===== src/lmsa_pkg.sv =====
// shared constants and types of the lumped mass scatter accumulator
package lmsa_pkg;

	localparam int NODE_COUNT  = 4096;
	localparam int NODE_W      = $clog2(NODE_COUNT);
	localparam int MAX_NODES   = 8;
	localparam int SLOT_W      = $clog2(MAX_NODES);
	localparam int CNT_W       = $clog2(MAX_NODES + 1);
	localparam int SHAPE_W     = 18;
	localparam int WEIGHT_W    = 20;
	localparam int DETJ_W      = 32;
	localparam int RHO_W       = 32;
	localparam int SUM_W       = 24;
	localparam int P_W         = 37;
	localparam int ACC_W       = 48;
	localparam int MASS_W      = 48;
	localparam int QUEUE_DEPTH = 4;
	localparam int QUEUE_AW    = $clog2(QUEUE_DEPTH);
	localparam int QUEUE_CW    = $clog2(QUEUE_DEPTH + 1);

	localparam logic [MASS_W-1:0]       MASS_MAX = {MASS_W{1'b1}};
	localparam logic signed [ACC_W-1:0] ACC_MAX  = {1'b0, {(ACC_W-1){1'b1}}};
	localparam logic signed [ACC_W-1:0] ACC_MIN  = {1'b1, {(ACC_W-1){1'b0}}};

	typedef struct packed {
		logic                      store;
		logic [SLOT_W-1:0]         slot;
		logic [NODE_W-1:0]         node;
		logic signed [SHAPE_W-1:0] shape;
		logic signed [P_W-1:0]     p;
		logic [RHO_W-1:0]          rho;
		logic                      end_point;
		logic                      end_elem;
		logic [CNT_W-1:0]          n;
	} cmd_t;

endpackage


===== src/lmsa_in_if.sv =====
// input item channel
interface lmsa_in_if import lmsa_pkg::*; ();
	logic                       valid;
	logic                       ready;
	logic [NODE_W-1:0]          global_node;
	logic signed [SHAPE_W-1:0]  shape_value;
	logic [WEIGHT_W-1:0]        gauss_weight;
	logic signed [DETJ_W-1:0]   jacobian_det;
	logic [RHO_W-1:0]           density;
	logic                       last_node_of_point;
	logic                       last_point_of_element;

	modport source (
		output valid, global_node, shape_value, gauss_weight, jacobian_det, density,
		       last_node_of_point, last_point_of_element,
		input  ready
	);
	modport sink (
		input  valid, global_node, shape_value, gauss_weight, jacobian_det, density,
		       last_node_of_point, last_point_of_element,
		output ready
	);
endinterface


===== src/lmsa_front.sv =====
// front end: accepts items, tracks slots and forms commands
module lmsa_front import lmsa_pkg::*; (
	input  logic  clk,
	input  logic  arst_n,
	lmsa_in_if.sink item_in,
	input  logic  busy,
	input  logic  full,
	output logic  push,
	output cmd_t  push_cmd
);
	logic [CNT_W-1:0]                 cnt_q;
	logic                             store;
	logic signed [WEIGHT_W+DETJ_W:0]  wd_prod;

	always_comb begin
		store    = cnt_q < CNT_W'(MAX_NODES);
		wd_prod  = $signed({1'b0, item_in.gauss_weight}) * item_in.jacobian_det;
		push_cmd.store     = store;
		push_cmd.slot      = cnt_q[SLOT_W-1:0];
		push_cmd.node      = item_in.global_node;
		push_cmd.shape     = item_in.shape_value;
		push_cmd.p         = wd_prod[P_W+15:16];
		push_cmd.rho       = item_in.density;
		push_cmd.end_point = item_in.last_node_of_point;
		push_cmd.end_elem  = item_in.last_point_of_element;
		push_cmd.n         = store ? CNT_W'(cnt_q + 1'b1) : cnt_q;
	end

	assign item_in.ready = !full && !busy;
	assign push          = item_in.valid && item_in.ready;

	always_ff @(posedge clk or negedge arst_n) begin
		if (!arst_n) begin
			cnt_q <= '0;
		end else if (push) begin
			if (item_in.last_node_of_point) begin
				cnt_q <= '0;
			end else if (store) begin
				cnt_q <= CNT_W'(cnt_q + 1'b1);
			end
		end
	end
endmodule


===== src/flat_wrapper.sv =====
// flat-port wrapper written by rule: the top's interface ports become plain ports
module lmsa_front_flat import lmsa_pkg::*;
  (clk, arst_n, busy, full, push, push_cmd, item_in_valid, item_in_global_node, item_in_shape_value, item_in_gauss_weight, item_in_jacobian_det, item_in_density, item_in_last_node_of_point, item_in_last_point_of_element, item_in_ready);
  lmsa_in_if item_in_i ();
  input  logic clk;
  input  logic arst_n;
  input  logic busy;
  input  logic full;
  output logic push;
  output cmd_t push_cmd;
  input wire logic [$bits(item_in_i.valid)-1:0] item_in_valid;
  input wire logic [$bits(item_in_i.global_node)-1:0] item_in_global_node;
  input wire logic [$bits(item_in_i.shape_value)-1:0] item_in_shape_value;
  input wire logic [$bits(item_in_i.gauss_weight)-1:0] item_in_gauss_weight;
  input wire logic [$bits(item_in_i.jacobian_det)-1:0] item_in_jacobian_det;
  input wire logic [$bits(item_in_i.density)-1:0] item_in_density;
  input wire logic [$bits(item_in_i.last_node_of_point)-1:0] item_in_last_node_of_point;
  input wire logic [$bits(item_in_i.last_point_of_element)-1:0] item_in_last_point_of_element;
  output wire logic [$bits(item_in_i.ready)-1:0] item_in_ready;
  assign item_in_i.valid = item_in_valid;
  assign item_in_i.global_node = item_in_global_node;
  assign item_in_i.shape_value = item_in_shape_value;
  assign item_in_i.gauss_weight = item_in_gauss_weight;
  assign item_in_i.jacobian_det = item_in_jacobian_det;
  assign item_in_i.density = item_in_density;
  assign item_in_i.last_node_of_point = item_in_last_node_of_point;
  assign item_in_i.last_point_of_element = item_in_last_point_of_element;
  assign item_in_ready = item_in_i.ready;
  lmsa_front u_core (.clk(clk), .arst_n(arst_n), .item_in(item_in_i), .busy(busy), .full(full), .push(push), .push_cmd(push_cmd));
endmodule

===== config.mk =====
export PLATFORM = sky130hd
export DESIGN_NAME = lmsa_front_flat
export DESIGN_NICKNAME = d
export VERILOG_FILES = /design/src/lmsa_pkg.sv /design/src/lmsa_in_if.sv /design/src/lmsa_front.sv /design/src/flat_wrapper.sv
export SDC_FILE = /design/constraint.sdc
export NUM_CORES = 2
export LEC_CHECK = 0
export BUFFER_PORTS_ARGS = -buffer_cell sky130_fd_sc_hd__buf_2
export CAP_MARGIN = 10
export CORE_ASPECT_RATIO = 0.8
export CORE_MARGIN = 1
export CORE_UTILIZATION = 35
export CTS_CLUSTER_SIZE = 14
export DETAILED_ROUTE_END_ITERATION = 7
export HOLD_SLACK_MARGIN = 0.02
export PLACE_DENSITY = 0.58
export SLEW_MARGIN = 25
export SYNTH_ARGS = -nofsm -noshare
export SYNTH_HDL_FRONTEND = slang
export SYNTH_SLANG_ARGS = --single-unit

===== constraint.sdc =====
create_clock -name clk -period 6.9 [get_ports clk]
set_clock_uncertainty 0.05 [all_clocks]
set_input_delay 0.69 -clock clk [delete_from_list [all_inputs] [get_ports clk]]
set_output_delay 0.69 -clock clk [all_outputs]
set_load 0.05 [all_outputs]

==> impl_metrics.py <==
metrics = {
    "synthesis": {
        "syn-cell-area_um2": 22900,
        "synthArstFlopShare_pct": 100,
        "yosys_warnings": 0,
        "yosysTopAreaCellShare_pct": 55.5,
        "synth_seq_cells": 4,
        "synth_edf_count": 0,
        "syn-num-nets": 3355,
        "synthCells": 2467,
        "ys.flop_type": "dfrtp_1",
        "ys_top_cells_by_area": "fa_1 56%, and2_1 12%, inv_1 9.8%",
        "syn_area_per_cell_um2": 9.27,
        "synth_cell_types": 52,
        "yosysSeqAreaShare_pct": 0.438,
        "synth_top_area_cell": "fa_1",
    },
    "global_routing": {
        "grt_pass1_vias": 19300,
        "grt_max_degree": 31,
        "grt_pass1_wl_um": 106000,
        "globalRouteOverflowTotal": 0,
        "grtUsageTotal_pct": 20.4,
        "antenna_found_initial": 3,
    },
    "min_path": {
        "worstHoldPathType": "in2async",
    },
    "cells_and_area": {
        "largest-register": "u_core.cnt_q",
        "syn2layout_area_growth_pct": 25.3,
        "largest_registers": "u_core.cnt_q x4",
        "largest_register_ffs": 4,
        "nNetsFinal": 3628,
        "drive_gt1_share_pct": 25.3,
        "fin_area_um2": 28600,
    },
    "setup_path": {
        "worstSetupPathType": "in2out",
        "required_ps": 6160,
        "crit_path_end": "push_cmd[74]",
        "timing.rr.start": "u_core.cnt_q[0]",
        "end_kind": "output pin",
        "rr_endpoint": "u_core.cnt_q[1]",
        "rrSetupSlack_ps": 5570,
        "arrival_ps": 7350,
        "worstSetupStartpointType": "input port",
        "worstSetupStartpoint": "item_in_gauss_weight[9]",
        "crit_path_max_fanout": 17,
        "r2r_cells": 4,
    },
    "timing": {
        "setup_violations": 37,
        "worst_slack_ps": -1190,
        "min_period_ps": 8090,
        "relSlewSlack_pct": 65.5,
        "rsz0062_at_grt": "yes",
        "maxSlewViolCount": 0,
        "hold_viol": 0,
        "worst_pin_slew_ps": 518,
        "fin_crit_sh_pct": 117,
        "max_freq_mhz": 124,
    },
    "placed_design": {
        "port_buffers": 105,
        "place_area_um2": 26900,
        "dpl.hpwl_um": 55300,
        "place.gp.congestion": 0.863,
    },
    "floorplanning": {
        "die_h_um": 231,
        "initial_core_util_pct": 35.5,
        "die_w_um": 288,
        "core_um2": 64400,
        "io_pins": 232,
        "die-area_um2": 66300,
        "row_count": 83,
    },
    "run_status": {
        "status": "finished with violations",
        "violations": "design-rule violations, negative setup slack",
    },
    "clock_network": {
        "cts_tree": "built",
        "clkTransAtPathRegs_ps": 30,
        "clock_sinks": 4,
        "root_buffer": "clkbuf_16",
        "ctsHtreeMaxLevel": 1,
        "clockBufferDepth": 2,
        "cts_buffers": 3,
        "clock_latency_ps": 220,
    },
    "detailed_routing": {
        "via_per_inst": 4.61,
        "drtPass1Iterations": 7,
        "antenna_left": 0,
        "first_iter_violations": 853,
        "vias": 16600,
        "wl_um": 63100,
        "drc": 10,
        "routedWlPerCell_um": 17.6,
    },
    "flow_run": {
        "maxCapViolations": 0,
    },
}
[per-layer routing]
layer | up-vias | GRT usage (%) | share of wire (%)
met3 | 70 | 3.94 | 5.9
li1 | 7511 | - | -
met1 | 8582 | 28.1 | 45
met5 | - | 0 | 0.043
met2 | 389 | 33.4 | 47
met4 | 4 | 3.62 | 2.0
[synthesized netlist by cell type (2+ instances only)]
master    count
and2_1      448
and3_1        3
nor2_1       25
xor2_1       12
a31oi_1       3
nand2_1     228
dfrtp_1       4
buf_4        68
a21oi_1      41
nand2b_1      5
nand3_1       4
o311ai_1      2
nand4_1       9
ha_1        133
fa_1        634
a211oi_1      3
a21o_1        7
a21boi_1      2
a41o_1        2
o21ai_1       5
o211ai_1      7
buf_2         4
inv_1       599
o21ai_0      16
o21bai_1      3
nor3_1        7
clkbuf_1    123
o221ai_1      2
o21a_1        8
xnor2_1      32
nor2b_1       7
[critical path, cell delays in order]
cell	delay, ps
buf_6	140
buf_6	140
and2_4	150
fa_1	540
inv_1	70
fa_1	500
fa_1	520
inv_1	70
fa_2	500
fa_1	570
fa_1	440
fa_1	570
ha_4	220
a211oi_4	270
nand2_1	100
o211ai_1	300
a21oi_2	130
a31oi_4	230
o31ai_4	90
a41o_1	250
o41a_1	470
xnor2_4	210
buf_6	170
[layout by cell type (no fill, tap or decap), drive strengths merged, types with 8 or more instances in the layout]
master	n
o21ai	21
fa	634
and2	448
ha	133
nor2	25
xor2	12
o21a	8
buf	460
inv	599
nand2	228
a21oi	41
xnor2	32
nand4	9
[kinds of logic after synthesis]
| group | after synthesis | share of synthesized area, % |
|---|---|---|
| and+or+nand+nor | 742 | 17.5 |
| buffers and inverters | 794 | 14.2 |
| AOI/OAI and AO/OA | 115 | 3.32 |
| adders and majority gates | 767 | 62.8 |
| xor gates and xnor gates | 44 | 1.69 |
| muxes | 1 | 0.0493 |
| DFF | 4 | 0.438 |
[final cells by class]
cell class	count	area, um^2
antenna	1	2.50
clock buffer	3	75.1
fill	6102	35800
inverter	599	2250
multi-input combinational	1669	20900
sequential	4	100
tap	850	1060
timing repair buffer	463	4260
[timing repair]
| action | CTS | global route |
|---|---|---|
| setup endpoints to repair | 37 | 37 |
| hold buffers | 0 | 0 |
| buffers inserted | 33 | 19 |
| gates cloned | 5 | 0 |
| gates resized for setup | 260 | 82 |
| pin swaps | 93 | 94 |
[stage by stage]
stage	hold slack [ps]	TNS [ps]	cells	utilization [%]	setup slack, ps
after floorplan	344	-10430	2467	-	-552
after global placement	446	-37060	3538	41.8	-1500
after detailed placement	454	-39400	3538	41.8	-1620
after CTS	216	-31500	3578	43.9	-1240
after global routing	220	-37060	3589	44.5	-1380
final	217	-28620	3589	44.5	-1190
[how the worst min path moves through the flow]
stage | end | slack [ps] | depth (start not counted)
finish | u_core.cnt_q[0] | 220 | 1
global route | u_core.cnt_q[0] | 220 | 1
CTS | u_core.cnt_q[0] | 220 | 1
detailed placement | u_core.cnt_q[0] | 450 | 1
global placement | u_core.cnt_q[0] | 450 | 1
floorplan | u_core.cnt_q[0] | 340 | 0
Power is left out: the tool's default activity adds up to more than one toggle a clock period on the data nets, which glitch-free logic cannot reach.
