## src/lmsa_pkg.sv

```systemverilog
// shared constants and types of the lumped mass scatter accumulator
package lmsa_pkg;

	localparam int NODE_COUNT  = 4096;
	localparam int NODE_W      = $clog2(NODE_COUNT);
	localparam int MAX_NODES   = 8;
	localparam int SLOT_W      = $clog2(MAX_NODES);
	localparam int CNT_W       = $clog2(MAX_NODES + 1);
	localparam int SHAPE_W     = 18;
	localparam int WEIGHT_W    = 20;
	localparam int DETJ_W      = 32;
	localparam int RHO_W       = 32;
	localparam int SUM_W       = 24;
	localparam int P_W         = 37;
	localparam int ACC_W       = 48;
	localparam int MASS_W      = 48;
	localparam int QUEUE_DEPTH = 4;
	localparam int QUEUE_AW    = $clog2(QUEUE_DEPTH);
	localparam int QUEUE_CW    = $clog2(QUEUE_DEPTH + 1);

	localparam logic [MASS_W-1:0]       MASS_MAX = {MASS_W{1'b1}};
	localparam logic signed [ACC_W-1:0] ACC_MAX  = {1'b0, {(ACC_W-1){1'b1}}};
	localparam logic signed [ACC_W-1:0] ACC_MIN  = {1'b1, {(ACC_W-1){1'b0}}};

	typedef struct packed {
		logic                      store;
		logic [SLOT_W-1:0]         slot;
		logic [NODE_W-1:0]         node;
		logic signed [SHAPE_W-1:0] shape;
		logic signed [P_W-1:0]     p;
		logic [RHO_W-1:0]          rho;
		logic                      end_point;
		logic                      end_elem;
		logic [CNT_W-1:0]          n;
	} cmd_t;

endpackage

```

## src/lmsa_queue.sv

```systemverilog
// short command queue between front and back
module lmsa_queue import lmsa_pkg::*; (
	input  logic clk,
	input  logic arst_n,
	input  logic push,
	input  cmd_t push_cmd,
	output logic full,
	input  logic pop,
	output logic head_valid,
	output cmd_t head
);
	cmd_t                mem_q [QUEUE_DEPTH];
	logic [QUEUE_AW-1:0] wr_q;
	logic [QUEUE_AW-1:0] rd_q;
	logic [QUEUE_CW-1:0] cnt_q;

	assign full       = cnt_q == QUEUE_CW'(QUEUE_DEPTH);
	assign head_valid = cnt_q != '0;
	assign head       = mem_q[rd_q];

	always_ff @(posedge clk) begin
		if (push) begin
			mem_q[wr_q] <= push_cmd;
		end
	end

	always_ff @(posedge clk or negedge arst_n) begin
		if (!arst_n) begin
			wr_q  <= '0;
			rd_q  <= '0;
			cnt_q <= '0;
		end else begin
			if (push) begin
				wr_q <= QUEUE_AW'(wr_q + 1'b1);
			end
			if (pop) begin
				rd_q <= QUEUE_AW'(rd_q + 1'b1);
			end
			if (push && !pop) begin
				cnt_q <= QUEUE_CW'(cnt_q + 1'b1);
			end else if (pop && !push) begin
				cnt_q <= QUEUE_CW'(cnt_q - 1'b1);
			end
		end
	end
endmodule

```

## config.mk

```make
export PLATFORM = sky130hd
export DESIGN_NAME = lmsa_queue
export DESIGN_NICKNAME = d
export VERILOG_FILES = /design/src/lmsa_pkg.sv /design/src/lmsa_queue.sv
export SDC_FILE = /design/constraint.sdc
export NUM_CORES = 1
export LEC_CHECK = 0
export BUFFER_PORTS_ARGS = -buffer_cell sky130_fd_sc_hd__buf_2
export CORE_MARGIN = 2
export CORE_UTILIZATION = 30
export CTS_BUF_LIST = sky130_fd_sc_hd__clkbuf_16
export DETAILED_ROUTE_END_ITERATION = 8
export GPL_TIMING_DRIVEN = 0
export PLACE_DENSITY_LB_ADDON = 0.12
export SYNTH_ARGS = -nofsm -noshare
export SYNTH_HDL_FRONTEND = slang
export SYNTH_SLANG_ARGS = --single-unit
```

## constraint.sdc

```tcl
create_clock -name clk -period 3.63 [get_ports clk]
set_clock_uncertainty 0.05 [all_clocks]
set_input_delay 0.9075 -clock clk [delete_from_list [all_inputs] [get_ports clk]]
set_output_delay 0.9075 -clock clk [all_outputs]
set_load 0.02 [all_outputs]
```

==> results of run 1 <==
layer usage:
layer	vias up	global-route usage
li1	3175	-
met1	3780	0.164
met2	174	0.204
met3	64	0.0378
met4	4	0.0380
met5	-	0
worst reg2reg max path, delay by kind of cell (launching register included):
family        cells  cell delay (ps)
buf+inv           3              730
simple gates      1              540
flops             1              400
fa+ha+maj         1              150
stage by stage:
stage	hold slack (ps)	setup TNS [ps]
after floorplan	399	0
after global placement	416	-297980
after detailed placement	423	0
after CTS	63.1	0
after global routing	69.7	0
final	101	0
where the power goes:
part | switching [W] | total (W) | internal [W]
clock | 0.00193 | 0.00474 | 0.00281
sequential | 0.000193 | 0.00687 | 0.00668
combinational | 0.00327 | 0.00542 | 0.00215
total | 0.00539 | 0.0170 | 0.0116
area by class of cell:
type / instances / area (um^2) / area share
sequential: 443 / 13300 / 0.669
multi-input combinational: 132 / 2670 / 0.134
timing repair buffer: 231 / 1310 / 0.0662
clock buffer: 51 / 1280 / 0.0643
tap: 688 / 861 / 0.0434
clock inverter: 36 / 263 / 0.0132
buffer: 24 / 178 / 0.00895
inverter: 4 / 15.0 / 0.000757
antenna: 1 / 2.50 / 0.000126
path summary, 6_finish.rpt:
kind / from / endpoint / slack [ps] / depth (start not counted)
hold reg to reg: cnt_q[2] / cnt_q[2] / 430 / 1
setup reg to reg: wr_q[1] / mem_q[1][41] / 1390 / 5
hold / removal: arst_n / wr_q[1] / 100 / 1
min in group clk: cnt_q[2] / cnt_q[2] / 430 / 1
setup / recovery: rd_q[1] / head[73] / 370 / 4
max in group asynchronous: arst_n / wr_q[0] / 3270 / 1
cells by family (layout without fill, tap and decap cells):
family	Yosys count	count (layout)
compound gates	1	1
xor+xnor	6	6
fa+ha+maj	6	6
buf+inv	28	346
flops	443	443
mux	110	110
other cells	0	1
simple gates	9	9
cells in the final DEF (no fill, tap or decap), drive strengths merged, types with 2 or more instances in the layout:
cell type,netlist,final
bufinv,0,4
buf,22,253
and2,4,4
dfrtp,7,7
inv,4,24
nand2,2,2
xor2,4,4
mux4,109,109
clkbuf,2,53
edfxtp,436,436
xnor2,2,2
clkinv,0,11
ha,5,5
flip-flops by register name (all words and copies together), names as in the netlist:
name and flops:
rd_q 2, cnt_q 3, mem_q 436, wr_q 2
==> flow_summary.json, run 1 <==
{
  "synthAdderAreaFrac": 0.00512,
  "cts_made_buffers": 50,
  "ys_seq_area_frac": 0.823,
  "fin_ws_ps": 374,
  "cap_violations": 0,
  "holdCritPathClass": "in -> async",
  "end_kind": "output port",
  "vias": 7197,
  "nets": 1005,
  "yosys-mux-area-fraction": 0.153,
  "maxSlewHeadroom": 0.439,
  "dp_hpwl_mm": 21.3,
  "min_period_over_period": 0.897,
  "crit_path_max_incr_delay_ps": 410,
  "async_flop_share": 0.0158,
  "dp_slack_ps": 466,
  "p_per_area_nw_per_um2": 858,
  "die_h_um": 236,
  "yosysWarnings": 0,
  "cp.required_ps": 2670,
  "timing.critical_path.mode_cell": "buf_2",
  "final_cell_count_no_fill": 1610,
  "synth_top_area_cell": "edfxtp_1",
  "synth_xor_area_frac": 0.00326,
  "post_cts_buffers": 0,
  "drt-total-wl_mm": 34.8,
  "fillers": 4817,
  "crit_fanout": 10,
  "maxSlewViolCount": 0,
  "p_total_w": 0.0170,
  "worstMarginPinSlew_ps": 841,
  "cpLargestDelayFamily": "buffers and inverters",
  "gp_congestion": 0.669,
  "cts-resized-gates": 1,
  "syn_inst": 603,
  "synth_fp_nets": 722,
  "boundaryPins": 224,
  "period_needed_ps": 3260,
  "place_area_um2": 18300,
  "wl_met2_mm": 17.0,
  "rsz0062_at_grt": "no",
  "synth_commonest_cells": "436 x edfxtp_1, 109 x mux4_2, 12 x buf_2",
  "clk_latency_ps": 570,
  "synth_simple_gate_area_frac": 0.00311,
  "drc": 0,
  "fmax_ghz": 0.307,
  "hold_viol": 0,
  "syn_area_per_cell_um2": 26.7,
  "start_util": 0.305,
  "ir_worst_vdd_mv": 0.388,
  "grt_pass1_vias": 7646,
  "status": "finished clean",
  "clockRootBuffer": "clkbuf_16",
  "post-synth-top-count-cell": "edfxtp_1",
  "die-area_um2": 55600,
  "cts_tree": "done",
  "cts.path.max_buffers": 3,
  "first_iter_violations": 415,
  "cts_sinks": 443,
  "drive_above_1_share": 0.468,
  "synth_compound_area_frac": 0.000311,
  "path_buf_inv": 3,
  "numPortBuffers": 223,
  "detail-route-antenna-nets": 0,
  "grt_overflow_total": 0,
  "cts.htree.levels": 2,
  "synthFlopType": "edfxtp_1",
  "drt_first_pass_iters": 4,
  "setup_viol": 0,
  "synthTopCellsByArea": "edfxtp_1 81%, mux4_2 15%, dfrtp_1 1.1%, buf_6 0.63%, ha_1 0.39%",
  "final_core_util": 0.375,
  "synth_top_area_share": 0.812,
  "synth-edff-count": 436,
  "syn_to_final_growth_pct": 23.1,
  "cpMaxStageDelayCell": "buf_2",
  "post_drt_wl_per_cell_um": 21.6,
  "met3WireLength_mm": 1.94,
  "placedCellCount": 1522,
  "topRoutingLayerUsed": "met5",
  "grt_max_degree": 51,
  "antenna_found_initial": 4,
  "path_clk_slew_ps": 70,
  "synth.distinct_cells": 19,
  "critPathLaunchType": "flip-flop",
  "power_leakage_nw": 6.79,
  "die_x_um": 236,
  "synth_top_family_by_area": "multiplexers",
  "grt_pass1_wl_mm": 51.8,
  "worstPathArrival_ps": 2300,
  "wl_met1_mm": 15.1,
  "core_um2": 52900,
  "viasPerCell": 4.47,
  "grt_usage": 0.126,
  "hold_buffers": 0,
  "crit_chain": "clkbuf_2, buf_2, mux4_2, buf_2",
  "ys_seq_elements": 443,
  "syn-cell-area_um2": 16100,
  "crit_type": "reg -> out",
  "final_area_um2": 19800,
  "row_count": 84
}
Power figures use the tool's default switching activity.
==> inputs of run 2 (changes only) <==
==> constraint.sdc (replaced) <==
create_clock -name clk -period 3.63 [get_ports clk]
set_clock_uncertainty 0.05 [all_clocks]
set_input_delay 0.1815 -clock clk [delete_from_list [all_inputs] [get_ports clk]]
set_output_delay 0.1815 -clock clk [all_outputs]
set_load 0.02 [all_outputs]
==> run 2 against run 1 <==
Setup slack improved by 360 ps; critical path type unchanged; critical path depth did not move; design area rose by 5.8%; clock-buffer cell count fell by 2; highest routed layer unchanged; power rose by 0.82%; cell count rose by 7.0%; die area did not move; combinational power rose by 3%; utilization rose by 2.2 points; largest cell class unchanged.
==> flow_summary.json, run 2 (same netlist as run 1, synthesis figures left out) <==
{
  "status": "finished clean",
  "grt_max_degree": 51,
  "final_common_cell": "edfxtp_1",
  "worstMarginPinSlew_ps": 907,
  "end_kind": "output port",
  "drc": 0,
  "core_um2": 52900,
  "switchingPower_w": 0.00550,
  "die_h_um": 236,
  "n_antenna_cell": 0,
  "cts_made_buffers": 49,
  "clk_latency_ps": 570,
  "fin_ws_ps": 734,
  "dp_hpwl_mm": 21.6,
  "boundaryPins": 224,
  "p_per_area_nw_per_um2": 818,
  "viasPerCell": 4.44,
  "ir_worst_vdd_mv": 0.434,
  "first_iter_violations": 364,
  "grt_pass1_wl_mm": 54.5,
  "nets": 1117,
  "maxSlewViolCount": 0,
  "holdCritPathClass": "in -> reg",
  "layout_common_cells": "436 x edfxtp_1, 235 x buf_2, 113 x dlygate4sd3_1",
  "cts.path.max_buffers": 3,
  "p_int_w": 0.0117,
  "swShare": 0.321,
  "biggestRegsByFlops": "mem_q x436, cnt_q x3",
  "detail-route-antenna-nets": 0,
  "drt_first_pass_iters": 4,
  "row_count": 84,
  "largest_reg_flops": 436,
  "fmax_ghz": 0.345,
  "power_leakage_nw": 7.23,
  "die_x_um": 236,
  "cts_sinks": 443,
  "clockRootBuffer": "clkbuf_16",
  "grt_usage": 0.132,
  "seqPwrFrac": 0.400,
  "rsz0062_at_grt": "no",
  "cts_tree": "done",
  "min_period_over_period": 0.798,
  "clock_power_share": 0.276,
  "critPathLaunchType": "flip-flop",
  "comb_power_share": 0.324,
  "period_needed_ps": 2900,
  "maxSlewHeadroom": 0.395,
  "largest-register": "mem_q",
  "whs_ps": 298,
  "fillers": 4774,
  "start_util": 0.305,
  "hold_viol": 0,
  "gp_congestion": 0.674,
  "drt-total-wl_mm": 35.8,
  "grt_overflow_total": 0,
  "post_cts_buffers": 0,
  "die-area_um2": 55600,
  "post_drt_wl_per_cell_um": 20.8,
  "numPortBuffers": 223,
  "setup_viol": 0,
  "hold_buffers": 113,
  "antenna_found_initial": 2,
  "vias": 7658,
  "cts-resized-gates": 0,
  "grt_pass1_vias": 8407,
  "worstPathArrival_ps": 2660,
  "drive_above_1_share": 0.427,
  "crit_fanout": 10,
  "cp.required_ps": 3400,
  "crit_type": "reg -> out",
  "path_clk_slew_ps": 60,
  "cts.htree.levels": 2,
  "syn_to_final_growth_pct": 30.3,
  "cap_violations": 0,
  "dp_slack_ps": 1170
}
run 2: cell types whose count changed in the layout (fill, tap and decap cells not counted), sizes merged:
cell         before  now
clkinvlp          1    3
inv              24   10
clkinv           11   26
diode             1    0
dlygate4sd3       0  113
clkbuf           53   51
run 2: final timing paths:
check / startpoint / end / slack [ps] / cells past startpoint
max reg2reg: wr_q[0] / mem_q[3][53] / 1500 / 4
max in group asynchronous: arst_n / rd_q[0] / 2780 / 3
min reg2reg: cnt_q[2] / cnt_q[2] / 440 / 1
min in group asynchronous: arst_n / cnt_q[2] / 510 / 3
min: push_cmd[62] / mem_q[2][62] / 300 / 2
max: rd_q[1] / head[38] / 730 / 4
run 2: per-stage QoR:
| step | utilization | instances | area (um^2) | power, W | setup TNS, ps |
|---|---|---|---|---|---|
| 6_report | 0.397 | 1723 | 21000 | 0.0172 | 0 |
| 5_1_grt | 0.397 | 1723 | 21000 | 0.0181 | 0 |
| 4_1_cts | 0.397 | 1723 | 21000 | 0.0176 | 0 |
| 3_5_place_dp | 0.347 | 1522 | 18300 | 0.0127 | 0 |
| 3_3_place_gp | 0.342 | 1514 | 18100 | 0.0126 | -369510 |
| 2_1_floorplan | - | 603 | 16100 | 0.0106 | 0 |
run 2: cell type report:
cell class	count	area (um^2)	share of cell area
clock buffer	49	1230	0.0584
tap	688	861	0.0410
timing repair buffer	344	2470	0.118
inverter	4	15.0	0.000715
clock inverter	39	317	0.0151
sequential	443	13300	0.632
multi-input combinational	132	2670	0.127
buffer	24	176	0.00840
run 2: power by group through the flow:
stage                     Combinational (W)  Clock [W]  Sequential (W)
final                               0.00556    0.00473         0.00687
after global routing                0.00601    0.00510         0.00696
after CTS                           0.00580    0.00492         0.00689
after detailed placement            0.00567          0         0.00699
after global placement              0.00552          0         0.00712
after floorplan                     0.00359          0         0.00698
run 2: critical path, cell delays in order (launching register included):
cell and delay (ps):
dfrtp_1 340, clkbuf_1 680, buf_2 500, mux4_2 360, buf_2 200
run 2: per-layer routing:
metal	vias up	wire length [um]	GRT usage
li1	3403	-	-
met1	4028	15200	0.167
met2	164	18000	0.221
met3	59	1840	0.0345
met4	4	761	0.0432
met5	-	23	0
